`config.mk`:
```
export PLATFORM = sky130hd
export DESIGN_NAME = button_repeat_shortpress_qualifier_unit
export DESIGN_NICKNAME = d
export VERILOG_FILES = /design/src/sv/kpq_pkg.sv /design/src/sv/button_repeat_shortpress_qualifier_unit.sv /design/src/sv/kpq_repeat.sv /design/src/sv/kpq_hold.sv
export SDC_FILE = /design/constraint.sdc
export NUM_CORES = 1
export LEC_CHECK = 0
export ABC_CLOCK_PERIOD_IN_PS = 4700
export BUFFER_PORTS_ARGS = -buffer_cell sky130_fd_sc_hd__buf_2
export CORE_UTILIZATION = 60
export DETAILED_ROUTE_END_ITERATION = 12
export PLACE_DENSITY = 0.8
export SETUP_SLACK_MARGIN = 0.15
export SYNTH_ARGS = -nofsm -noshare
export SYNTH_HDL_FRONTEND = slang
export SYNTH_HIERARCHICAL = 1
export SYNTH_SLANG_ARGS = --single-unit
```
`constraint.sdc`:
```
create_clock -name clk -period 4.7 [get_ports clk]
set_input_delay 0.94 -clock clk [delete_from_list [all_inputs] [get_ports clk]]
set_output_delay 0.94 -clock clk [all_outputs]
set_load 0.005 [all_outputs]
```
`src/sv/kpq_pkg.sv`:
```
package kpq_pkg;

  // key vector and counter widths
  localparam int KEY_COUNT = 10;
  localparam int KEY_W     = 10;
  localparam int RPT_W     = 6;
  localparam int HOLD_W    = 10;
  localparam int GROUPS    = 3;
  localparam int HOLDERS   = 2;

  // stream widths
  localparam int S_TDATA_W = 16;
  localparam int S_TUSER_W = 2;
  localparam int M_TDATA_W = 72;
  localparam int CFG_IDX_W = 3;

  // keys above the pad size are dropped
  localparam logic [KEY_W-1:0] KEY_MASK = KEY_W'((1 << KEY_COUNT) - 1);

  // key masks
  localparam logic [KEY_W-1:0] KEY_B    = 10'h002;
  localparam logic [KEY_W-1:0] KEY_R    = 10'h100;
  localparam logic [KEY_W-1:0] KEY_L    = 10'h200;
  localparam logic [KEY_W-1:0] KEY_DPAD = 10'h0F0;

  localparam logic [HOLD_W-1:0] HOLD_AFTER_RESET = 10'd999;

  // register reset values
  localparam logic [RPT_W-1:0]  REPEAT_CAP_RST  = 6'd50;
  localparam logic [RPT_W-1:0]  REPEAT_FIRE_RST = 6'd48;
  localparam logic [RPT_W-1:0]  REPEAT_LOAD_RST = 6'd43;
  localparam logic [HOLD_W-1:0] SHORT_LIMIT_RST = 10'd12;
  localparam logic [HOLD_W-1:0] HOLD_CAP_RST    = 10'd100;

  // item kinds
  typedef enum logic [1:0] {
    OP_FRAME     = 2'd0,
    OP_LOAD      = 2'd1,
    OP_RESET_RPT = 2'd2,
    OP_UNPRESS   = 2'd3
  } op_t;

  // register indexes
  typedef enum logic [CFG_IDX_W-1:0] {
    REG_REPEAT_CAP     = 3'd0,
    REG_REPEAT_FIRE_AT = 3'd1,
    REG_REPEAT_RELOAD  = 3'd2,
    REG_SHORT_LIMIT    = 3'd3,
    REG_HOLD_CAP       = 3'd4
  } reg_idx_t;

  typedef struct packed {
    logic [RPT_W-1:0]  repeat_cap;
    logic [RPT_W-1:0]  repeat_fire_at;
    logic [RPT_W-1:0]  repeat_reload;
    logic [HOLD_W-1:0] short_limit;
    logic [HOLD_W-1:0] hold_cap;
  } cfg_t;

  // per-item strobes from the top level to the timer units
  typedef struct packed {
    logic frame;
    logic reset_rpt;
  } step_t;

endpackage

```
`src/sv/button_repeat_shortpress_qualifier_unit.sv`:
```
// Keypad qualifier for a 10-key pad. Each request on the s_ side is one event:
// a frame sample with the held keys, a buffer load, a repeat-timer reset or an
// unpress. For each request one result leaves on the m_ side with this frame's
// newly pressed, auto-repeat and short-press keys and the visible snapshot
// after the event. The block takes one request per cycle unless a stalled result
// (m_tready low) holds it back; a request is held in the input register, the state
// update and result are formed from it combinationally and the result register
// presents the result. The user must write registers through cfg_we only while
// no request is in flight; the block itself does not enforce it.
module button_repeat_shortpress_qualifier_unit (
  input  logic                              clk,
  input  logic                              rst,
  input  logic                              s_tvalid,
  output logic                              s_tready,
  input  logic [kpq_pkg::S_TDATA_W-1:0]     s_tdata,   // keys_down[9:0], zero pad
  input  logic [kpq_pkg::S_TUSER_W-1:0]     s_tuser,   // op[1:0]
  output logic                              m_tvalid,
  input  logic                              m_tready,
  output logic [kpq_pkg::M_TDATA_W-1:0]     m_tdata,   // frame_pressed, frame_repeated,
                                                       // frame_short, shown_held,
                                                       // shown_pressed, shown_repeated,
                                                       // shown_short, zero pad
  input  logic                              cfg_we,
  input  logic [kpq_pkg::CFG_IDX_W-1:0]     cfg_index,
  input  logic [kpq_pkg::HOLD_W-1:0]        cfg_wdata
);

  localparam int KW = kpq_pkg::KEY_W;

  kpq_pkg::cfg_t   cfg;
  kpq_pkg::step_t  step;
  kpq_pkg::op_t    in_op;
  logic            in_valid;
  logic [KW-1:0]   in_keys;
  logic            advance;

  logic [KW-1:0]   last_keys, held, frame_pressed, frame_repeated, frame_short;
  logic [KW-1:0]   buffer_bits [4];
  logic [KW-1:0]   buffer_next [4];
  logic [KW-1:0]   visible_bits [4];
  logic [KW-1:0]   visible_next [4];
  logic [KW-1:0]   rpt_fired [kpq_pkg::GROUPS];
  logic [kpq_pkg::HOLDERS-1:0] hold_hit;

  // register writes
  always_ff @(posedge clk) begin
    if (rst) begin
      cfg.repeat_cap     <= kpq_pkg::REPEAT_CAP_RST;
      cfg.repeat_fire_at <= kpq_pkg::REPEAT_FIRE_RST;
      cfg.repeat_reload  <= kpq_pkg::REPEAT_LOAD_RST;
      cfg.short_limit    <= kpq_pkg::SHORT_LIMIT_RST;
      cfg.hold_cap       <= kpq_pkg::HOLD_CAP_RST;
    end else if (cfg_we) begin
      case (kpq_pkg::reg_idx_t'(cfg_index))
        kpq_pkg::REG_REPEAT_CAP:     cfg.repeat_cap     <= cfg_wdata[kpq_pkg::RPT_W-1:0];
        kpq_pkg::REG_REPEAT_FIRE_AT: cfg.repeat_fire_at <= cfg_wdata[kpq_pkg::RPT_W-1:0];
        kpq_pkg::REG_REPEAT_RELOAD:  cfg.repeat_reload  <= cfg_wdata[kpq_pkg::RPT_W-1:0];
        kpq_pkg::REG_SHORT_LIMIT:    cfg.short_limit    <= cfg_wdata;
        kpq_pkg::REG_HOLD_CAP:       cfg.hold_cap       <= cfg_wdata;
        default: ;
      endcase
    end
  end

  // input register, refilled in the cycle it empties
  assign advance  = in_valid && (!m_tvalid || m_tready);
  assign s_tready = !in_valid || advance;

  always_ff @(posedge clk) begin
    if (rst) begin
      in_valid <= 1'b0;
    end else if (s_tready) begin
      in_valid <= s_tvalid;
    end
  end

  always_ff @(posedge clk) begin
    if (s_tready && s_tvalid) begin
      in_op   <= kpq_pkg::op_t'(s_tuser);
      in_keys <= s_tdata[KW-1:0];
    end
  end

  // per-item strobes
  always_comb begin
    step.frame     = advance && (in_op == kpq_pkg::OP_FRAME);
    step.reset_rpt = advance && (in_op == kpq_pkg::OP_RESET_RPT);
  end

  // edge detect
  assign held          = in_keys & kpq_pkg::KEY_MASK;
  assign frame_pressed = step.frame ? ((last_keys ^ held) & held) : '0;

  // auto-repeat groups: direction pad, L, R
  kpq_repeat u_rpt_dpad (
    .clk(clk), .rst(rst), .step(step), .cfg(cfg), .group_mask(kpq_pkg::KEY_DPAD),
    .held(held), .pressed(frame_pressed), .fired(rpt_fired[0])
  );
  kpq_repeat u_rpt_l (
    .clk(clk), .rst(rst), .step(step), .cfg(cfg), .group_mask(kpq_pkg::KEY_L),
    .held(held), .pressed(frame_pressed), .fired(rpt_fired[1])
  );
  kpq_repeat u_rpt_r (
    .clk(clk), .rst(rst), .step(step), .cfg(cfg), .group_mask(kpq_pkg::KEY_R),
    .held(held), .pressed(frame_pressed), .fired(rpt_fired[2])
  );
  assign frame_repeated = rpt_fired[0] | rpt_fired[1] | rpt_fired[2];

  // short press timers for B and R
  kpq_hold u_hold_b (
    .clk(clk), .rst(rst), .step(step), .cfg(cfg),
    .key_held((held & kpq_pkg::KEY_B) != '0), .short_hit(hold_hit[0])
  );
  kpq_hold u_hold_r (
    .clk(clk), .rst(rst), .step(step), .cfg(cfg),
    .key_held((held & kpq_pkg::KEY_R) != '0), .short_hit(hold_hit[1])
  );
  assign frame_short = (hold_hit[0] ? kpq_pkg::KEY_B : '0) | (hold_hit[1] ? kpq_pkg::KEY_R : '0);

  // buffer and snapshot update
  always_comb begin
    for (int i = 0; i < 4; i++) begin
      buffer_next[i]  = buffer_bits[i];
      visible_next[i] = visible_bits[i];
    end
    case (in_op)
      kpq_pkg::OP_FRAME: begin
        buffer_next[0] = buffer_bits[0] | held;
        buffer_next[1] = buffer_bits[1] | frame_pressed;
        buffer_next[2] = buffer_bits[2] | frame_repeated;
        buffer_next[3] = buffer_bits[3] | frame_short;
      end
      kpq_pkg::OP_LOAD: begin
        for (int i = 0; i < 4; i++) begin
          visible_next[i] = buffer_bits[i];
          buffer_next[i]  = '0;
        end
      end
      kpq_pkg::OP_RESET_RPT: begin
        visible_next[2] = '0;
      end
      kpq_pkg::OP_UNPRESS: begin
        visible_next[1] = '0;
        buffer_next[1]  = '0;
      end
      default: ;
    endcase
  end

  // frame state
  always_ff @(posedge clk) begin
    if (rst) begin
      last_keys <= '0;
      for (int i = 0; i < 4; i++) begin
        buffer_bits[i]  <= '0;
        visible_bits[i] <= '0;
      end
    end else if (advance) begin
      if (in_op == kpq_pkg::OP_FRAME) begin
        last_keys <= held;
      end
      for (int i = 0; i < 4; i++) begin
        buffer_bits[i]  <= buffer_next[i];
        visible_bits[i] <= visible_next[i];
      end
    end
  end

  // result register
  always_ff @(posedge clk) begin
    if (rst) begin
      m_tvalid <= 1'b0;
    end else if (advance) begin
      m_tvalid <= 1'b1;
    end else if (m_tready) begin
      m_tvalid <= 1'b0;
    end
  end

  always_ff @(posedge clk) begin
    if (advance) begin
      m_tdata <= {2'b00, visible_next[3], visible_next[2], visible_next[1], visible_next[0],
                  frame_short, frame_repeated, frame_pressed};
    end
  end

endmodule

```
`src/sv/kpq_repeat.sv`:
```
module kpq_repeat (
  input  logic                       clk,
  input  logic                       rst,
  input  kpq_pkg::step_t             step,
  input  kpq_pkg::cfg_t              cfg,
  input  logic [kpq_pkg::KEY_W-1:0]  group_mask,
  input  logic [kpq_pkg::KEY_W-1:0]  held,
  input  logic [kpq_pkg::KEY_W-1:0]  pressed,
  output logic [kpq_pkg::KEY_W-1:0]  fired
);

  logic [kpq_pkg::KEY_W-1:0] group_keys, group_keys_next, group_hit;
  logic [kpq_pkg::RPT_W-1:0] repeat_count, repeat_count_next, count_hit;

  // latch or count the group pattern, then decide the fire
  always_comb begin
    if (held != '0) begin
      if (group_keys == (held & group_mask)) begin
        group_hit = group_keys;
        count_hit = (repeat_count < cfg.repeat_cap) ? repeat_count + 1'b1 : repeat_count;
      end else begin
        group_hit = held & group_mask;
        count_hit = kpq_pkg::RPT_W'(1);
      end
    end else begin
      group_hit = '0;
      count_hit = '0;
    end

    fired = '0;
    repeat_count_next = count_hit;
    if (count_hit == kpq_pkg::RPT_W'(1)) begin
      fired = group_hit | pressed;
    end else if (count_hit == cfg.repeat_fire_at) begin
      fired = group_hit | pressed;
      repeat_count_next = cfg.repeat_reload;
    end
    group_keys_next = group_hit;
    if (!step.frame) begin
      fired = '0;
    end
  end

  // timer state
  always_ff @(posedge clk) begin
    if (rst || step.reset_rpt) begin
      group_keys   <= '0;
      repeat_count <= '0;
    end else if (step.frame) begin
      group_keys   <= group_keys_next;
      repeat_count <= repeat_count_next;
    end
  end

endmodule

```
`src/sv/kpq_hold.sv`:
```
module kpq_hold (
  input  logic                       clk,
  input  logic                       rst,
  input  kpq_pkg::step_t             step,
  input  kpq_pkg::cfg_t              cfg,
  input  logic                       key_held,
  output logic                       short_hit
);

  logic [kpq_pkg::HOLD_W-1:0] hold_count, hold_count_next;

  // count while held, judge the count on release
  always_comb begin
    short_hit = 1'b0;
    if (key_held) begin
      hold_count_next = (hold_count < cfg.hold_cap) ? hold_count + 1'b1 : hold_count;
    end else begin
      short_hit = step.frame && (hold_count > kpq_pkg::HOLD_W'(1))
                  && (hold_count < cfg.short_limit);
      hold_count_next = '0;
    end
  end

  // hold timer
  always_ff @(posedge clk) begin
    if (rst) begin
      hold_count <= '0;
    end else if (step.reset_rpt) begin
      hold_count <= kpq_pkg::HOLD_AFTER_RESET;
    end else if (step.frame) begin
      hold_count <= hold_count_next;
    end
  end

endmodule

```
==> impl_metrics.csv, run 1 <==
group,metric,value,unit
status,status,"finished clean",
critical_path,worst-r2r-cell-count,13,
routing,drcViolationCount,0,
die,die_y,158.5,um
routing,first_iter_violations,951,
synthesis,syn_area,14690,um^2
clock_tree,h-tree-depth,1,
routing,antenna_left,0,
clock_tree,cts-root-buf,"clkbuf_16",
die,num_rows,56,
pwr,switchingPower,1.327,mW
hold_path,min-delay-start,"last_keys[0]",
die,start_util,0.6183,
critical_path,regToRegSetupSlack,0.54,ns
pwr,seq_power_share,0.483,
flow_run,maxCapViolations,0,
critical_path,r2r_start,"cfg[37]",
timing,timing.setup.tns,0,ns
die,dieWidth,158.5,um
pwr,clockPowerShare,0.431,
placement,post-dp-hpwl,23720,um
synthesis,synth_seq_cells,264,
synthesis,synth_edf_count,146,
synthesis,yosys_most_used_dff,"edfxtp_1",
routing,wl_per_cell,17.05,um
routing,via_per_inst,5.774,
synthesis,synth_seq_area_share,0.4594,
timing,slew_headroom,0.1855,
die,pin_count,110,
critical_path,path_cells,"inv_1 > ha_1 > a21o_1 > o21bai_1 > a2111oi_2 > xor2_1 > nor2_1 > o21ai_0 > a221oi_4 > o21ai_2 > nor2_1 > or3_1 > o21a_1",
synthesis,synth_cells,1506,
global_routing,grt_pass1_vias,11101,
pwr,p_total,5.411,mW
finish,antenna_cells,0,
global_routing,antenna_found_initial,0,
timing,timing.final.crit_share,0.8842,
synthesis,yosysTopAreaCell,"edfxtp_1",
finish,multi_input_area,7767,um^2
critical_path,critPathMaxStageDelay,0.55,ns
critical_path,cp-end-kind,"register",
timing,hold_slack,0.4802,ns
clock_tree,cts_resized,0,
finish,nFillCells,1762,
hold_path,hold_class,"reg2reg",
synthesis,avgSynthCellArea,9.752,um^2
pwr,p_per_area,322.2,nW/um^2
clock_tree,clk_pin_slew,0.06,ns
placement,gp_congestion,0.9193,
clock_tree,post-cts-setup-buffers,0,
synthesis,netlist.area_leader.share,0.2985,
critical_path,critPathKind,"reg2reg",
pwr,combPwrFrac,0.086,
timing,min_period,4.156,ns
pwr,vdd_drop_max,0.0002779,V
synthesis,yosys_warnings,6,
critical_path,rr_endpoint,"buffer_bits[2][3]",
timing,clock-skew-final,0.01219,ns
global_routing,track_usage,0.2779,
routing,drt-pass1-iter-count,5,
routing,drt_wl_total,34890,um
synthesis,yosysUniqueCellTypes,88,
global_routing,grt_max_degree,76,
timing,rsz0062_at_grt,"no",
clock_tree,cts_sinks,264,
finish,drive_gt1_frac,0.1314,
clock_tree,cts_hold_buf,0,
timing,setup-violations-final,0,
hold_path,hold_path_end,"last_keys[0]",
finish,regArea,6746,um^2
timing,max_freq,0.2406,GHz
pwr,p_leak,6.637,nW
timing,fin_ws,0.5443,ns
critical_path,crit_fanout,10,
finish,final_nets,1806,
critical_path,cp_data_arrival_time,4.46,ns
die,core-area,23750,um^2
die,die_area,25110,um^2
finish,syn2layout_area_growth,14.36,%
clock_tree,cts_buffers,29,
clock_tree,clk_latency,0.55,ns
critical_path,worst_path_most_repeated_cell,"nor2_1",
synthesis,synth_area_leaders,"edfxtp_1 30%, dfxtp_1 16%, ha_1 5.5%",
routing,vias,11813,
synthesis,synthArstFlopShare,0,
timing,hold_violations,0,
global_routing,grt_first_pass_wirelength,55010,um
critical_path,critPathLaunchType,"register",
timing,drv_slew,0,
critical_path,cp_num_buf_inv,1,
global_routing,grt.overflow.total,0,
placement,pre_cts_slack,0.5854,ns
placement,portBuffers,93,
clock_tree,cts_tree,"built",
critical_path,required,5.01,ns
hold_path,hold_depth,2,
critical_path,slowest_stage,"o21ai_2",
clock_tree,clockBufferDepth,3,
pwr,p_int,4.084,mW
timing,tightest_slew,1.205,ns
critical_path,cp_top_family,"compound AO/OA/AOI/OAI gates",
pwr,swShare,0.2452,
[per-stage QoR]
step           cell area [um^2]  std cells    util
3_3_place_gp              15820       1993  0.6660
5_1_grt                   16800       2046  0.7071
6_report                  16800       2046  0.7071
4_1_cts                   16800       2046  0.7071
2_1_floorplan             15140       1628       -
3_5_place_dp              15820       1993  0.6660
[synth_stat cells, types with 11 or more instances]
cell	count
nand2b_1	56
a21oi_1	160
mux2i_1	37
clkbuf_1	32
nor3_1	21
a211o_1	18
xnor2_1	13
a211oi_1	14
or3_1	20
o21ai_0	29
a21o_1	16
and2_1	12
nor2_1	141
buf_4	12
xor2_1	18
o21a_1	20
buf_2	11
dfxtp_1	118
nand2_1	99
nand3_1	56
nand4_1	17
edfxtp_1	146
inv_1	75
and3_1	25
ha_1	65
mux2_2	12
o21ai_1	15
nor2b_1	42
[state kept, by name (all words and copies together) (netlist names), 6 cells and up]
register / flops
u_hold_b/hold_count: 10
buffer_bits: 32
last_keys: 10
u_rpt_dpad/group_keys: 10
visible_bits: 40
u_rpt_r/repeat_count: 6
u_rpt_dpad/repeat_count: 6
u_rpt_l/group_keys: 10
u_rpt_r/group_keys: 10
m_tdata: 62
cfg: 38
u_rpt_l/repeat_count: 6
held: 10
u_hold_r/hold_count: 10
[layout by cell type, fill, tap and decap left out, types with 14 or more instances in the layout]
cell type / count
o21a_1: 20
nand2b_1: 55
buf_4: 18
and3_1: 25
o21ai_1: 15
clkbuf_16: 29
nor2_1: 140
xor2_1: 18
or3_1: 20
inv_1: 74
nand2_1: 99
nor3_1: 21
nor2b_1: 41
a211o_1: 18
mux2i_1: 37
a21o_1: 16
o21ai_0: 29
a211oi_1: 14
a21oi_1: 160
nand4_1: 17
nand3_1: 56
conb_1: 124
dfxtp_1: 118
ha_1: 65
edfxtp_1: 146
buf_2: 93
[cell families after synthesis]
| logic type | share of synthesized area |
|---|---|
| simple gates | 0.2143 |
| compound gates | 0.1709 |
| flops | 0.4594 |
| buf+inv | 0.04405 |
| fa+ha+maj | 0.05538 |
| mux | 0.03544 |
| xor+xnor | 0.02002 |
| other cells | 0.0005114 |
[worst reg2reg max path, cell delays in order, from the launching register on]
cell,delay (ns)
dfxtp_1,0.45
inv_1,0.08
ha_1,0.31
a21o_1,0.18
o21bai_1,0.24
a2111oi_2,0.50
xor2_1,0.27
nor2_1,0.10
o21ai_0,0.30
a221oi_4,0.19
o21ai_2,0.55
nor2_1,0.11
or3_1,0.46
o21a_1,0.20
[cell type report]
cell class / count / share of cell area
multi-input combinational: 1222 / 0.4625
timing repair buffer: 112 / 0.03695
tap: 319 / 0.02376
clock inverter: 20 / 0.01408
inverter: 76 / 0.01698
clock buffer: 33 / 0.04410
sequential: 264 / 0.4017
[per-layer routing]
metal,wire [um],track usage,up-vias
met2,17080,0.4777,375
met1,15080,0.3646,5604
met3,1844,0.03157,62
met5,0,0,-
li1,-,-,5772
met4,880,0.09158,0
[power groups by stage]
stage / registers [mW] / clock network (mW) / logic [mW]
floorplan: 2.65 / 0 / 0.311
CTS: 2.61 / 2.35 / 0.458
finish: 2.62 / 2.33 / 0.465
detailed placement: 2.66 / 0 / 0.455
global route: 2.63 / 2.44 / 0.515
global placement: 2.66 / 0 / 0.440
[worst max-delay path by stage]
stage	start	end	slack [ns]	depth (start not counted)
2_1_floorplan	held[4]	buffer_bits[2][0]	1.28	12
3_3_place_gp	u_rpt_l/repeat_count[3]	buffer_bits[2][3]	0.68	12
3_5_place_dp	cfg[37]	buffer_bits[2][3]	0.59	13
4_1_cts	cfg[37]	buffer_bits[2][3]	0.58	13
5_1_grt	cfg[37]	buffer_bits[2][3]	0.24	13
6_report	cfg[37]	buffer_bits[2][3]	0.54	13
Power figures use the tool's default switching activity.
==> run 2, diff against run 1 <==
==> constraint.sdc (replaced) <==
create_clock -name clk -period 4.7 [get_ports clk]
set_input_delay 0.47 -clock clk [delete_from_list [all_inputs] [get_ports clk]]
set_output_delay 0.47 -clock clk [all_outputs]
set_load 0.005 [all_outputs]
==> impl_metrics.csv, run 2 (synthesized netlist as in run 1, its figures left out) <==
group,metric,value,unit
status,status,"finished clean",
routing,drt-pass1-iter-count,5,
finish,final_cell_mix,"160 x a21oi_1, 146 x edfxtp_1, 140 x nor2_1, 124 x conb_1, 118 x dfxtp_1",
timing,min_period,4.203,ns
placement,pre_cts_slack,0.5889,ns
pwr,clockPowerShare,0.414,
finish,final_nets,1804,
finish,syn2layout_area_growth,13.88,%
routing,vias,11924,
pwr,vdd_drop_max,0.0002628,V
clock_tree,cts_tree,"built",
clock_tree,clockBufferDepth,3,
pwr,p_leak,6.623,nW
clock_tree,cts_resized,0,
timing,tightest_slew,1.235,ns
pwr,switchingPower,1.298,mW
critical_path,critPathMaxStageDelay,0.60,ns
die,pin_count,110,
clock_tree,cts_sinks,264,
hold_path,hold_class,"in2reg",
clock_tree,clk_latency,0.57,ns
die,dieWidth,158.5,um
die,num_rows,56,
routing,via_per_inst,5.834,
finish,drive_gt1_frac,0.1304,
critical_path,critPathLaunchType,"register",
timing,timing.final.crit_share,0.8943,
critical_path,rr_endpoint,"buffer_bits[2][3]",
routing,antenna_left,0,
critical_path,path_cells,"ha_1 > a21oi_1 > o21ai_0 > a211oi_1 > xnor2_1 > a32o_1 > a22oi_1 > a211oi_4 > o21ai_2 > nor2_1 > or3_1 > o21a_1",
timing,max_freq,0.2379,GHz
timing,drv_slew,0,
clock_tree,cts-root-buf,"clkbuf_16",
global_routing,grt_first_pass_wirelength,55750,um
timing,clock-skew-final,0.02599,ns
critical_path,worst-r2r-cell-count,12,
pwr,swShare,0.2468,
finish,top_register,"m_tdata",
timing,fin_ws,0.4969,ns
routing,drt_wl_total,35060,um
finish,final_common_cell,"a21oi_1",
hold_path,hold_path_end,"held[1]",
routing,first_iter_violations,810,
hold_path,min-delay-start,"s_tdata[1]",
clock_tree,post-cts-setup-buffers,0,
critical_path,r2r_start,"u_rpt_r/repeat_count[3]",
critical_path,critPathKind,"reg2reg",
timing,timing.setup.tns,0,ns
finish,reg_top3,"m_tdata: 62 flops, visible_bits: 40 flops, cfg: 38 flops",
finish,antenna_cells,0,
critical_path,crit_fanout,11,
die,core-area,23750,um^2
placement,portBuffers,93,
placement,post-dp-hpwl,23780,um
clock_tree,h-tree-depth,1,
critical_path,cp-end-kind,"register",
flow_run,maxCapViolations,0,
pwr,p_int,3.960,mW
finish,largest_reg_flops,62,
pwr,p_per_area,314.4,nW/um^2
clock_tree,cts_buffers,28,
global_routing,grt.overflow.total,0,
pwr,p_total,5.258,mW
placement,gp_congestion,0.9095,
global_routing,grt_pass1_vias,11228,
global_routing,grt_max_degree,76,
timing,rsz0062_at_grt,"no",
routing,drcViolationCount,0,
finish,fin_cells,2044,
placement,dp.cells,1992,
critical_path,cp_data_arrival_time,4.52,ns
pwr,combPwrFrac,0.088,
clock_tree,cts_hold_buf,0,
timing,slew_headroom,0.1653,
global_routing,track_usage,0.2810,
pwr,seq_power_share,0.498,
routing,wl_per_cell,17.15,um
critical_path,slowest_stage,"dfxtp_1",
critical_path,required,5.02,ns
critical_path,regToRegSetupSlack,0.50,ns
die,die_area,25110,um^2
timing,setup-violations-final,0,
clock_tree,clk_pin_slew,0.06,ns
die,start_util,0.6183,
global_routing,antenna_found_initial,0,
die,die_y,158.5,um
hold_path,hold_depth,1,
timing,hold_violations,0,
==> run 2: power by group through the flow <==
stage / clock (mW) / sequential (mW) / combinational, mW
after global routing: 2.29 / 2.63 / 0.512
after global placement: 0 / 2.66 / 0.437
after CTS: 2.20 / 2.62 / 0.455
after detailed placement: 0 / 2.67 / 0.450
after floorplan: 0 / 2.65 / 0.311
final: 2.18 / 2.62 / 0.460
==> run 2: routing by layer <==
metal,GRT usage,part of all wire
met5,0,0
met2,0.4737,0.49
met4,0.1049,0.028
met3,0.03702,0.055
met1,0.3686,0.43
==> run 2: how the worst max path moves through the flow <==
stage / from / endpoint / slack, ns / depth (start not counted)
final: u_rpt_r/repeat_count[3] / buffer_bits[2][3] / 0.50 / 12
after global routing: u_rpt_r/repeat_count[3] / buffer_bits[2][6] / 0.25 / 12
after CTS: u_rpt_r/repeat_count[3] / buffer_bits[2][7] / 0.58 / 12
after detailed placement: u_rpt_r/repeat_count[3] / buffer_bits[2][7] / 0.59 / 12
after global placement: u_rpt_r/repeat_count[3] / buffer_bits[2][3] / 0.71 / 12
after floorplan: held[4] / buffer_bits[2][0] / 1.28 / 12
==> run 2: worst max-delay path, delay by kind of cell (launching register included) <==
family	cells	cell delay (ns)
AO/OA/AOI/OAI	8	2.38
flip-flops	1	0.60
AND/OR/NAND/NOR	2	0.50
XOR/XNOR	1	0.14
adder cells (fa/ha/maj)	1	0.34
==> run 2: metrics by stage <==
step,utilization,cell area [um^2],hold slack [ns]
6_report,0.7041,16720,0.07661
5_1_grt,0.7041,16720,0.06569
4_1_cts,0.7041,16720,0.06652
3_5_place_dp,0.6651,15800,0.4682
3_3_place_gp,0.6651,15800,0.4612
2_1_floorplan,-,15140,0.4493
==> run 2: area by class of cell <==
class / count / area, um^2
Fill cell: 1795 / 7028
Clock inverter: 15 / 140.1
Multi-Input combinational cell: 1222 / 7767
Inverter: 76 / 285.3
Timing Repair Buffer: 111 / 600.6
Clock buffer: 37 / 785.8
Sequential cell: 264 / 6746
Tap cell: 319 / 399.1
==> run 3, diff against run 2 <==
--- a/config.mk
+++ b/config.mk
@@ -9,7 +9,7 @@
 export BUFFER_PORTS_ARGS = -buffer_cell sky130_fd_sc_hd__buf_2
 export CORE_UTILIZATION = 60
 export DETAILED_ROUTE_END_ITERATION = 12
-export PLACE_DENSITY = 0.8
+export PLACE_DENSITY_LB_ADDON = 0.1
 export SETUP_SLACK_MARGIN = 0.15
 export SYNTH_ARGS = -nofsm -noshare
 export SYNTH_HDL_FRONTEND = slang
==> impl_metrics.csv, run 3 (synthesized netlist as in run 1, its figures left out) <==
group,metric,value,unit
clock_tree,cts_buffers,28,
critical_path,cp_num_buf_inv,0,
critical_path,critPathLaunchType,"register",
die,pin_count,110,
finish,final_cell_mix,"160 x a21oi_1, 146 x edfxtp_1, 140 x nor2_1, 124 x conb_1, 118 x dfxtp_1",
timing,rsz0062_at_grt,"no",
clock_tree,cts_tree,"built",
pwr,p_per_area,320.0,nW/um^2
global_routing,grt_max_degree,41,
critical_path,cp-end-kind,"register",
finish,largest_reg_flops,62,
timing,hold_violations,0,
critical_path,cp_top_family,"compound AO/OA/AOI/OAI gates",
critical_path,path_cells,"ha_1 > a21oi_1 > o21ai_0 > a211oi_1 > xnor2_1 > a32o_1 > a22oi_1 > a211oi_4 > o21ai_2 > nor2_1 > or3_1 > o21a_1",
timing,timing.final.crit_share,0.8864,
hold_path,hold_class,"in2reg",
routing,drcViolationCount,0,
timing,fin_ws,0.5338,ns
pwr,vdd_drop_max,0.0003141,V
timing,clock-skew-final,0.01913,ns
timing,timing.setup.tns,0,ns
routing,first_iter_violations,948,
clock_tree,h-tree-depth,1,
critical_path,slowest_stage,"a211oi_1",
placement,post-dp-hpwl,24080,um
critical_path,crit_fanout,11,
routing,via_per_inst,5.814,
finish,final_nets,1808,
routing,wl_per_cell,17.08,um
die,start_util,0.6183,
finish,final_common_cell,"a21oi_1",
timing,hold_slack,0.1023,ns
pwr,p_total,5.374,mW
finish,reg_top3,"m_tdata: 62 flops, visible_bits: 40 flops, cfg: 38 flops",
status,status,"finished clean",
timing,setup-violations-final,0,
finish,top_register,"m_tdata",
routing,drt_wl_total,34980,um
placement,pre_cts_slack,0.6215,ns
clock_tree,cts_sinks,264,
die,dieWidth,158.5,um
placement,dp.cells,1996,
global_routing,grt_first_pass_wirelength,55890,um
critical_path,required,5.00,ns
clock_tree,cts-root-buf,"clkbuf_16",
global_routing,grt_pass1_vias,10983,
global_routing,grt.overflow.total,0,
global_routing,antenna_found_initial,0,
clock_tree,cts_resized,0,
clock_tree,clockBufferDepth,3,
timing,tightest_slew,1.261,ns
timing,min_period,4.166,ns
finish,fin_cells,2048,
global_routing,track_usage,0.2828,
timing,drv_slew,0,
critical_path,cp_data_arrival_time,4.47,ns
flow_run,maxCapViolations,0,
finish,antenna_cells,0,
placement,portBuffers,93,
clock_tree,post-cts-setup-buffers,0,
critical_path,critPathMaxStageDelay,0.60,ns
timing,max_freq,0.2400,GHz
pwr,p_leak,6.648,nW
clock_tree,cts_hold_buf,0,
routing,antenna_left,0,
finish,multi_input_area,7767,um^2
clock_tree,clk_pin_slew,0.06,ns
die,num_rows,56,
critical_path,critPathKind,"reg2reg",
finish,nFillCells,1832,
routing,drt-pass1-iter-count,6,
timing,slew_headroom,0.1476,
finish,regArea,6746,um^2
die,die_area,25110,um^2
routing,vias,11907,
finish,drive_gt1_frac,0.1313,
die,die_y,158.5,um
clock_tree,clk_latency,0.55,ns
finish,syn2layout_area_growth,14.33,%
placement,gp_congestion,0.8448,
die,core-area,23750,um^2
-- run 3: cell count changes in the layout (fill, tap and decap cells not counted), sizes merged --
cell      delta
clkinv       +1
clkinvlp     +2
bufinv       +4
buf          +4
inv          -1
clkbuf       -6
-- run 3: power breakdown --
part | internal [mW] | switching [mW] | total (mW)
Clock | 1.37 | 0.924 | 2.29
Combinational | 0.175 | 0.292 | 0.467
Sequential | 2.54 | 0.0708 | 2.61
-- run 3: final cells by class --
class / count / share of cell area
clock buffers: 31 / 0.04240
clock inverters: 21 / 0.01490
inverters: 76 / 0.01699
multi-input cells: 1222 / 0.4626
flip-flops and latches: 264 / 0.4018
well taps: 319 / 0.02377
repair buffers: 115 / 0.03756
-- run 3: per-stage QoR --
stage | area, um^2 | util
after floorplan | 15140 | -
after global placement | 15830 | 0.6664
after detailed placement | 15830 | 0.6664
after CTS | 16790 | 0.7069
after global routing | 16790 | 0.7069
final | 16790 | 0.7069
-- run 3: worst paths after layout --
kind	startpoint	end	slack (ns)	cells after the start
min	s_tuser[0]	in_op[0]	0.10	1
max reg2reg	u_rpt_r/repeat_count[3]	buffer_bits[2][7]	0.53	12
min reg2reg	last_keys[3]	last_keys[3]	0.48	2
max	u_rpt_r/repeat_count[3]	buffer_bits[2][7]	0.53	12
-- run 3: layer usage --
| layer | track usage | routed length [um] | up-vias |
|---|---|---|---|
| li1 | - | - | 5781 |
| met1 | 0.3832 | 15700 | 5681 |
| met2 | 0.4668 | 16220 | 377 |
| met3 | 0.03566 | 2041 | 68 |
| met4 | 0.09844 | 1022 | 0 |
| met5 | 0 | 0 | - |
